## src/rtl/core/pru_pkg.sv

```systemverilog
// Shared types and constants for the pixel replication upscaler.
package pru_pkg;

    localparam int unsigned SCALE_W   = 7;
    localparam int unsigned RWIDTH_W  = 12;
    localparam int unsigned CFG_W     = 12;
    localparam int unsigned PIX_W     = 24;
    localparam int unsigned SCALE_MAX = 100;

    localparam logic OP_LOAD = 1'b0;
    localparam logic OP_EMIT = 1'b1;

    localparam logic CFG_SCALE = 1'b0;
    localparam logic CFG_WIDTH = 1'b1;

    typedef struct packed {
        logic       opcode;
        logic [7:0] blue_in;
        logic [7:0] green_in;
        logic [7:0] red_in;
    } t_in_item;

    typedef struct packed {
        logic [7:0] blue_out;
        logic [7:0] green_out;
        logic [7:0] red_out;
        logic       row_end;
        logic [1:0] pad_bytes;
        logic       group_end;
    } t_out_item;

    // Flags of one emit transaction travelling beside the line buffer read.
    typedef struct packed {
        logic       valid;
        logic       row_end;
        logic [1:0] pad_bytes;
        logic       group_end;
    } t_emit_ctl;

endpackage

```

## src/rtl/core/pru_out.sv

```systemverilog
// Read stage and output register that join line buffer data with emit flags.
module pru_out (
    input  logic                          i_clk,
    input  logic                          i_rst_n,
    input  pru_pkg::t_emit_ctl            i_info,
    input  logic [pru_pkg::PIX_W-1:0]     i_rdata,
    input  logic                          i_out_stall,
    output logic                          o_load_en,
    output logic                          o_rd_pending,
    output logic                          o_out_valid,
    output pru_pkg::t_out_item            o_out
);
    import pru_pkg::*;

    t_emit_ctl r_rd;
    logic      r_out_valid;
    t_out_item r_out;
    logic      advance;

    assign advance   = !r_out_valid || !i_out_stall;
    assign o_load_en = advance || !r_rd.valid;

    always_ff @(posedge i_clk) begin
        if (!i_rst_n) begin
            r_rd        <= '0;
            r_out_valid <= 1'b0;
        end else begin
            if (advance) begin
                r_out_valid <= r_rd.valid;
            end
            if (o_load_en) begin
                r_rd <= i_info;
            end
        end
    end

    always_ff @(posedge i_clk) begin
        if (advance && r_rd.valid) begin
            r_out.blue_out  <= i_rdata[7:0];
            r_out.green_out <= i_rdata[15:8];
            r_out.red_out   <= i_rdata[23:16];
            r_out.row_end   <= r_rd.row_end;
            r_out.pad_bytes <= r_rd.pad_bytes;
            r_out.group_end <= r_rd.group_end;
        end
    end

    assign o_rd_pending = r_rd.valid;
    assign o_out_valid  = r_out_valid;
    assign o_out        = r_out;

endmodule
```

## config.mk

```make
export PLATFORM = sky130hd
export DESIGN_NAME = pru_out
export DESIGN_NICKNAME = d
export VERILOG_FILES = /design/src/rtl/core/pru_pkg.sv /design/src/rtl/core/pru_out.sv
export SDC_FILE = /design/constraint.sdc
export NUM_CORES = 1
export LEC_CHECK = 0
export ABC_AREA = 1
export BUFFER_PORTS_ARGS = -buffer_cell sky130_fd_sc_hd__buf_4
export CAP_MARGIN = 40
export CORE_MARGIN = 2
export CORE_UTILIZATION = 45
export CTS_CLUSTER_SIZE = 40
export DETAILED_ROUTE_END_ITERATION = 8
export GPL_TIMING_DRIVEN = 0
export HOLD_SLACK_MARGIN = 0.03
export PLACE_DENSITY = 0.79
export SYNTH_ARGS = -nofsm -noshare
export SYNTH_HDL_FRONTEND = slang
export SYNTH_SLANG_ARGS = --single-unit
```

## constraint.sdc

```tcl
create_clock -name i_clk -period 4.1 [get_ports i_clk]
set_clock_uncertainty 0.05 [all_clocks]
set_input_delay 0.41 -clock i_clk [delete_from_list [all_inputs] [get_ports i_clk]]
set_output_delay 0.41 -clock i_clk [all_outputs]
set_load 0.05 [all_outputs]
```

==> flow_metrics.tcl <==
set metrics [dict create \
    rows 17 \
    synth_fa_ha_area_share_pct 0 \
    worstPathCellList "inv_1, a21oi_2, buf_16" \
    synthCells 62 \
    pwr_density_cell_nw_per_um2 411 \
    finalCritPeriodShare_pct 39.1 \
    synth_cell_type_count 7 \
    clock_latency_ns 0.32 \
    p_leak_nw 0.748 \
    p_total_mw 0.688 \
    place_congestion 0.617 \
    cts-resized-gates 0 \
    syn2layout_area_growth_pct 54.5 \
    critPathMaxStageDelay_ns 0.56 \
    remaining_drc_errors 0 \
    finalSetupViolations 0 \
    start_util_pct 48.1 \
    worst_pin_slew_ns 0.741 \
    drt_iter0_drc 10 \
    critPathArrivalTime_ns 1.60 \
    crit_family "compound AO/OA/AOI/OAI gates" \
    ant_nets 0 \
    grt_pass1_wl_mm 2.97 \
    path_clk_slew_ns 0.09 \
    viasPerCell 4.61 \
    relSlewSlack_pct 50.6 \
    hold_ws_ns 0.205 \
    synth_area_um2 1080 \
    final_area_um2 1670 \
    synth_xor_area_share_pct 0 \
    ir_drop_mv 0.283 \
    antenna_found_initial 0 \
    end_kind "flop" \
    synth_nets 94 \
    required_ns 4.10 \
    cts_sinks 34 \
    hp-class "input port to flop" \
    ios 63 \
    cts_max_path_buffers 2 \
    htreeDepth 2 \
    first_pass_iters 3 \
    dp_hpwl_mm 1.65 \
    critPathKind "flop to flop" \
    ys_top_cells_by_area "edfxtp_1 78%, dfxtp_1 11%, nand2_1 3.1%" \
    status "completed" \
    tns_ns 0 \
    postCtsSetupRepairBufs 0 \
    wl_per_cell_um 13.0 \
    grt_max_degree 18 \
    yosys.area.top_type_share_pct 77.6 \
    worstPathMaxFanout 17 \
    yosysWarnings 0 \
    timing.fmax_mhz 624 \
    die_w_um 53.1 \
    io_buffer_count 62 \
    rsz0062_at_grt "false" \
    synthSimpleGateAreaFrac_pct 7.51 \
    cts_tree "built" \
    wirelength_mm 2.10 \
    synth_top_area_cell "edfxtp_1" \
    overflow 0 \
    antennaDiodeCount 0 \
    dieArea_um2 2820 \
    ys_seq_area_share_pct 88.7 \
    placed_cell_area_um2 1620 \
    postSynthAreaPerCell_um2 17.5 \
    path_buf_inv 2 \
    cts_root_buf "clkbuf_4" \
    critPathLaunchType "flop" \
    utilization_pct 74.3 \
    grt_pass1_vias 641 \
    synth_top_family_by_area "simple AND/OR/NAND/NOR gates" \
    postCtsHoldBufs 0 \
    synthMuxAreaShare_pct 0 \
    slew_violations 0 \
    synth_compound_area_share_pct 1.39 \
    period_needed_ns 1.60 \
    final_nets 164 \
    core_area_um2 2250 \
    slowest_stage "a21oi_2" \
    vias 743 \
    finalHoldViolations 0 \
    drive_above_1_share_pct 53.4 \
    synth-seq-cells 34 \
    track_usage_pct 16.6 \
    die_h_um 53.1 \
    numCtsBuffers 5 \
    cap_violations 0 \
]
==> area by class of cell <==
cell class / instances / area (um^2)
clock buffer: 8 / 58.8
fill: 164 / 581
inverter: 7 / 26.3
multi-input combinational: 21 / 100
sequential: 34 / 961
tap: 28 / 35.0
timing repair buffer: 63 / 493
==> worst paths after layout <==
path                                   start         to  slack (ns)  cells past startpoint
worst max-delay path            o_rd_pending  o_out[16]        2.50                      3
worst min-delay path             i_rdata[20]   o_out[8]        0.20                      1
worst max register to register  o_rd_pending  o_out[16]        2.50                      3
worst min register to register       r_rd[3]   o_out[3]        0.39                      0
==> report_power, final <==
group | switching (mW) | total, mW | internal [mW]
Combinational | 0.0671 | 0.108 | 0.0405
Clock | 0.0975 | 0.182 | 0.0845
Sequential | 0.00601 | 0.398 | 0.392
==> logic make-up after synthesis <==
| family | Yosys count |
|---|---|
| AND/OR/NAND/NOR | 18 |
| AO/OA/AOI/OAI | 3 |
| buffers and inverters | 7 |
| flip-flops | 34 |
==> per-stage QoR <==
step / instances / setup WS (ns)
after detailed placement: 153 / 2.38
after global placement: 152 / 1.24
final: 161 / 2.50
after global routing: 161 / 2.39
after floorplan: 62 / 1.42
after CTS: 161 / 2.47
==> Yosys cell counts <==
cell and n:
inv_1 7, nand3_4 1, a21oi_1 3, nor2_1 8, edfxtp_1 28, dfxtp_1 6
nand2_1 9
==> worst register-to-register path, cell delays in order (launching register included) <==
cell     delay, ns
dfxtp_1       0.40
inv_1         0.08
a21oi_2       0.56
buf_16        0.23
==> sequential cells by signal (all words and copies together), names as in the netlist <==
register and cells:
o_rd_pending 1, o_out_valid 1, r_rd 4, o_out 28
==> cell usage in the layout (no fill, tap or decap), drive strengths merged <==
master	count
a21oi	3
nand2	9
inv	7
edfxtp	28
nor2	8
nand3	1
buf	63
clkbuf	8
dfxtp	6
==> per-layer routing <==
metal / wire length (um) / part of all wire [%] / vias up / GRT usage [%]
li1: - / - / 356 / -
met4: 58 / 2.8 / 0 / 8.97
met3: 349 / 17 / 8 / 11.0
met5: 0 / 0 / - / 0
met2: 1010 / 48 / 51 / 26.9
met1: 682 / 32 / 328 / 15.6
Power figures use the tool's default switching activity.
