[src/rtl/core/pru_pkg.sv]
// Shared types and constants for the pixel replication upscaler.
package pru_pkg;

    localparam int unsigned SCALE_W   = 7;
    localparam int unsigned RWIDTH_W  = 12;
    localparam int unsigned CFG_W     = 12;
    localparam int unsigned PIX_W     = 24;
    localparam int unsigned SCALE_MAX = 100;

    localparam logic OP_LOAD = 1'b0;
    localparam logic OP_EMIT = 1'b1;

    localparam logic CFG_SCALE = 1'b0;
    localparam logic CFG_WIDTH = 1'b1;

    typedef struct packed {
        logic       opcode;
        logic [7:0] blue_in;
        logic [7:0] green_in;
        logic [7:0] red_in;
    } t_in_item;

    typedef struct packed {
        logic [7:0] blue_out;
        logic [7:0] green_out;
        logic [7:0] red_out;
        logic       row_end;
        logic [1:0] pad_bytes;
        logic       group_end;
    } t_out_item;

    // Flags of one emit transaction travelling beside the line buffer read.
    typedef struct packed {
        logic       valid;
        logic       row_end;
        logic [1:0] pad_bytes;
        logic       group_end;
    } t_emit_ctl;

endpackage

[src/rtl/core/pru_ctrl.sv]
// Configuration registers, fill and replay counters, and line buffer addressing.
module pru_ctrl #(
    parameter int unsigned MAX_WIDTH = 2048
) (
    input  logic                                              i_clk,
    input  logic                                              i_rst_n,
    input  logic                                              i_cfg_we,
    input  logic                                              i_cfg_idx,
    input  logic [pru_pkg::CFG_W-1:0]                         i_cfg_data,
    input  logic                                              i_take,
    input  pru_pkg::t_in_item                                 i_item,
    output logic                                              o_we,
    output logic [((MAX_WIDTH > 1) ? $clog2(MAX_WIDTH) : 1)-1:0] o_waddr,
    output logic [pru_pkg::PIX_W-1:0]                         o_wdata,
    output logic                                              o_re,
    output logic [((MAX_WIDTH > 1) ? $clog2(MAX_WIDTH) : 1)-1:0] o_raddr,
    output pru_pkg::t_emit_ctl                                o_info
);
    import pru_pkg::*;

    localparam int unsigned AW = (MAX_WIDTH > 1) ? $clog2(MAX_WIDTH) : 1;
    localparam int unsigned FW = $clog2(MAX_WIDTH + 1);
    localparam int unsigned WW = (FW > RWIDTH_W) ? FW : RWIDTH_W;

    logic [SCALE_W-1:0]  r_scale;
    logic [RWIDTH_W-1:0] r_width;
    logic [FW-1:0]       r_fill,  n_fill;
    logic [AW-1:0]       r_col,   n_col;
    logic [SCALE_W-1:0]  r_copy,  n_copy;
    logic [SCALE_W-1:0]  r_rep,   n_rep;

    logic [SCALE_W-1:0]  s_eff;
    logic [WW-1:0]       w_eff;
    logic                row_full;
    logic                last_copy;
    logic                last_col;
    logic                last_rep;
    logic                do_load;
    logic                do_emit;
    logic                row_end;
    logic [3:0]          pad_prod;

    always_ff @(posedge i_clk) begin
        if (!i_rst_n) begin
            r_scale <= SCALE_W'(1);
            r_width <= RWIDTH_W'(1);
        end else if (i_cfg_we) begin
            unique case (i_cfg_idx)
                CFG_SCALE: r_scale <= i_cfg_data[SCALE_W-1:0];
                CFG_WIDTH: r_width <= i_cfg_data[RWIDTH_W-1:0];
                default:   r_scale <= r_scale;
            endcase
        end
    end

    always_comb begin
        if (r_scale == '0) begin
            s_eff = SCALE_W'(1);
        end else if (r_scale > SCALE_W'(SCALE_MAX)) begin
            s_eff = SCALE_W'(SCALE_MAX);
        end else begin
            s_eff = r_scale;
        end

        if (r_width == '0) begin
            w_eff = WW'(1);
        end else if (WW'(r_width) > WW'(MAX_WIDTH)) begin
            w_eff = WW'(MAX_WIDTH);
        end else begin
            w_eff = WW'(r_width);
        end
    end

    assign row_full  = WW'(r_fill) >= w_eff;
    assign last_copy = ({1'b0, r_copy} + 1'b1) >= {1'b0, s_eff};
    assign last_rep  = ({1'b0, r_rep} + 1'b1) >= {1'b0, s_eff};
    assign last_col  = ((WW+1)'(r_col) + 1'b1) >= {1'b0, w_eff};
    assign row_end   = last_copy && last_col;

    assign do_load = i_take && (i_item.opcode == OP_LOAD) && !row_full;
    assign do_emit = i_take && (i_item.opcode == OP_EMIT) && row_full;

    // Only the low two bits of width and scale decide the product mod 4.
    assign pad_prod = w_eff[1:0] * s_eff[1:0];

    always_comb begin
        n_fill = r_fill;
        n_col  = r_col;
        n_copy = r_copy;
        n_rep  = r_rep;
        if (do_load) begin
            n_fill = r_fill + 1'b1;
        end
        if (do_emit) begin
            if (!last_copy) begin
                n_copy = r_copy + 1'b1;
            end else begin
                n_copy = '0;
                n_col  = last_col ? '0 : r_col + 1'b1;
            end
            if (row_end) begin
                if (last_rep) begin
                    n_rep  = '0;
                    n_fill = '0;
                end else begin
                    n_rep = r_rep + 1'b1;
                end
            end
        end
    end

    always_ff @(posedge i_clk) begin
        if (!i_rst_n) begin
            r_fill <= '0;
            r_col  <= '0;
            r_copy <= '0;
            r_rep  <= '0;
        end else begin
            r_fill <= n_fill;
            r_col  <= n_col;
            r_copy <= n_copy;
            r_rep  <= n_rep;
        end
    end

    assign o_we    = do_load;
    assign o_waddr = r_fill[AW-1:0];
    assign o_wdata = {i_item.red_in, i_item.green_in, i_item.blue_in};
    assign o_re    = do_emit;
    assign o_raddr = r_col;

    assign o_info.valid     = do_emit;
    assign o_info.row_end   = row_end;
    assign o_info.pad_bytes = row_end ? pad_prod[1:0] : 2'd0;
    assign o_info.group_end = row_end && last_rep;

endmodule

[config.mk]
export PLATFORM = sky130hd
export DESIGN_NAME = pru_ctrl
export DESIGN_NICKNAME = d
export VERILOG_FILES = /design/src/rtl/core/pru_pkg.sv /design/src/rtl/core/pru_ctrl.sv
export SDC_FILE = /design/constraint.sdc
export NUM_CORES = 1
export LEC_CHECK = 0
export BUFFER_PORTS_ARGS = -buffer_cell sky130_fd_sc_hd__buf_2
export CAP_MARGIN = 0
export CORE_MARGIN = 2
export CORE_UTILIZATION = 42
export DETAILED_ROUTE_END_ITERATION = 10
export HOLD_SLACK_MARGIN = 0.05
export PLACE_DENSITY_LB_ADDON = 0.12
export RECOVER_POWER = 100
export SYNTH_ARGS = -nofsm -noshare
export SYNTH_HDL_FRONTEND = slang
export SYNTH_SLANG_ARGS = --single-unit
[constraint.sdc]
create_clock -name i_clk -period 7.3 [get_ports i_clk]
set_input_delay 0.73 -clock i_clk [delete_from_list [all_inputs] [get_ports i_clk]]
set_output_delay 0.73 -clock i_clk [all_outputs]
set_load 0.02 [all_outputs]
==> impl_results.md <==
* Status: finished with violations
* Failing checks: max-capacitance violations, max-slew violations
* Clock sinks at between 50 and 60
* ANT nets after route at 0
* Logic pwr share at 0.180
* Crit Reg-Reg Startpoint: o_raddr[0]
* CTS Root Cell: clkbuf_8
* CTS tree: done
* Synth Warn # at 0
* Dominant synthesized flop cell: dfxtp_1
* CTS Buf Count at 5
* I/O pin cnt at 95
* CTS H-tree lvls at 2
* Core ar. at ~0.009 mm2
* Setup TNS Final at 0 ns
* Slew Viols, Final at 13
* Final core utilization at 0.4319
* Vias per cell at roughly 5.5
* Critical Path RT at 7.44 ns
* Starting DRC count in detailed routing at 123
* Post-CTS Setup Bufs at 0
* # Max-Cap Violations at 1
* Final Wtd Congestion at about 0.87
* Cell variety after synth at between 50 and 60
* Startpoint Class: flip-flop
* Most common cell after layout, fill and taps aside: nand2_1
* Post-Syn Instances at between 400 and 500
* Die W at roughly 100 um
* Switching power at ~190 uW
* Largest net degree at the start of global routing at 28
* Overflow left after global routing at 0
* Synthesized cell area at a little under 0.004 mm2
* Layout filler cell count at between 900 and 1000
* Reg-to-Reg End: r_fill[0]
* Routed vias at around 3200
* Commonest non-fill, non-tap cells in the layout: nand2_1 (67), dfxtp_1 (56), ha_1 (40)
* R2R setup slack at about 2.2 ns
* Clock-pin slew on the worst setup and hold paths at roughly 0.11 ns
* Vias in the first global route at between 2000 and 3000
* Final period utilization at 0.7020
* Net Sw Frac at 0.3173
* DP Wirelength at between 6000 and 7000 um
* WL per Instance at about 15 um
* Final setup fails at 0
* Row cnt at 35
* Synth Net Count at roughly 550
* Syn Area/Cell at 8.334 um2
* Critical Path Sink Type: flip-flop
* Maximum vdd drop at about 0.085 mV
* Synth async-reset ratio at 0
* Post-route minimum period at 5.125 ns
* Worst EP arrival at between 5 and 6 ns
* Pre-Repair DR Iteration Count at 5
* Sequential share of the synthesized area at 0.2850
* Clk Latency, worst-skew pair at 0.32 ns
* Drt drc at 0
* Crit Path Class: reg2reg
* CTS-repair resized insts at 0
* Initial Utilization at 0.4298
* Die Y at slightly above 100 um
* Final wirelength at ~9100 um
* Hold Violations, Final at 0
* IO buf count at 46
* Max FO, Critical Path at 15
* Fmax at ~0.20 GHz
* Max Clock Skew at between 0.005 and 0.006 ns
* Share of layout cells above drive strength 1 at 0.09853
* Full die area at between 0.01 and 0.015 mm2
* Area Growth Syn to Fin at 0.4771%
* Synth Register Bits at 56
* Number of synthesized flops with an enable pin at 0
* Leakage at approximately 1.5 nW
* Cell internal pwr at 418.9 uW
* Pwr/cell area at roughly 160 mW/mm2
* Final net count at approximately 560
* Cts hold-fix bufs at 0
* Share of power burned in registers at 0.521
* Critical Path Source: o_raddr[0]
* Initial antenna violation count at 0
* Min-delay worst type: reg2reg
* Gr usage total at 0.1818
* Max Buffers Root-to-Sink at 2
* Rel. slew slack at -0.4517
* Antenna Cells at 0
* Worst setup path endpoint: r_fill[0]
* First-pass GRT wire length at roughly 15000 um
* FF-to-FF path depth at 12
* RSZ-0062 raised after global routing: no
* Clock network power share at 0.299
* Power Total at between 600 and 700 uW
* Worst Max-Slew Pin Slew at around 2.2 ns
-- cell type report --
cell class	count	area [um2]	share of cell area
multi-input cells	355	2361	0.5973
flip-flops and latches	56	1121	0.2836
repair buffers	46	192.7	0.04875
well taps	111	138.9	0.03514
clock buffers	5	68.82	0.01741
inverters	12	46.29	0.01171
clock inverters	3	23.77	0.006015
-- flip-flops by register name, indices dropped and copies added (netlist names) --
signal,count
r_rep,7
r_scale,7
o_raddr,11
r_width,12
r_copy,7
r_fill,12
-- worst min path at each step --
stage	cells past startpoint	startpoint	to	slack (ns)
after detailed placement	2	r_copy[1]	r_copy[1]	0.47
after CTS	2	r_rep[1]	r_rep[1]	0.49
after floorplan	2	r_width[0]	r_width[0]	0.44
after global placement	2	r_copy[1]	r_copy[1]	0.47
final	2	r_rep[1]	r_rep[1]	0.48
after global routing	2	r_rep[1]	r_rep[1]	0.50
-- power by group through the flow --
stage	clock, mW	sequential, mW	combinational, mW
after CTS	0.189	0.319	0.117
after global placement	0	0.326	0.115
after floorplan	0	0.325	0.111
after detailed placement	0	0.326	0.117
final	0.183	0.320	0.111
after global routing	0.203	0.321	0.125
-- stage by stage --
stage          instance area (um2)  hold slack (ns)  cells  setup slack [ns]
2_1_floorplan                 3934           0.4413    472             3.679
3_3_place_gp                  3953           0.4674    580             3.452
3_5_place_dp                  3953           0.4697    580             3.436
4_1_cts                       4045           0.4863    588             3.072
5_1_grt                       3953           0.5017    588             1.671
6_report                      3953           0.4803    588             2.175
-- per-layer routing --
| metal | vias to the layer above | routed length [um] | track usage |
|---|---|---|---|
| met4 | 0 | 146 | 0.04426 |
| met2 | 92 | 4222 | 0.3031 |
| met5 | - | 0 | 0 |
| met1 | 1484 | 4269 | 0.2444 |
| li1 | 1637 | - | - |
| met3 | 19 | 437 | 0.03121 |
-- synth_stat cells (2+ instances only) --
cell,instances,share of area
nand2_1,67,0.064
dfxtp_1,56,0.28
ha_1,40,0.13
nor2_1,39,0.037
buf_4,38,0.073
a21oi_1,29,0.037
nand3_1,27,0.034
xnor2_1,21,0.047
xor2_1,13,0.029
nor2_2,12,0.019
o21ai_0,12,0.015
inv_1,10,0.0095
nor3_1,8,0.010
a31oi_1,7,0.011
and3_1,7,0.011
clkbuf_1,7,0.0067
mux2i_1,7,0.018
nor4_1,6,0.0095
a32o_1,4,0.010
nand4b_1,4,0.0089
nor2b_1,4,0.0064
o21ai_1,4,0.0051
o22ai_1,4,0.0064
a21o_1,3,0.0057
buf_6,3,0.0086
o211ai_1,3,0.0057
a221oi_1,2,0.0045
nand2b_1,2,0.0032
nand4_1,2,0.0032
o2111ai_1,2,0.0045
or3_1,2,0.0032
-- logic make-up after synthesis --
family	after synthesis	share of synthesized area
fa+ha+maj	40	0.1272
flops	56	0.2850
mux	7	0.01781
buf+inv	61	0.1037
compound gates	85	0.1555
xor+xnor	34	0.07570
simple gates	189	0.2351
-- worst max-delay path, cell delays in order, from the launching register on --
cell and delay [ns]:
dfxtp_1 0.45, ha_1 0.25, nand3_1 0.29, nor3_1 0.39, nand3_1 0.14, xnor2_1 0.17
ha_1 0.29, and4_2 0.22, o311ai_2 0.13, a31oi_4 0.24, o211ai_1 0.46, o21ai_0 1.80
nor2_1 0.11
Note: power is estimated with default switching activity, not from simulation.
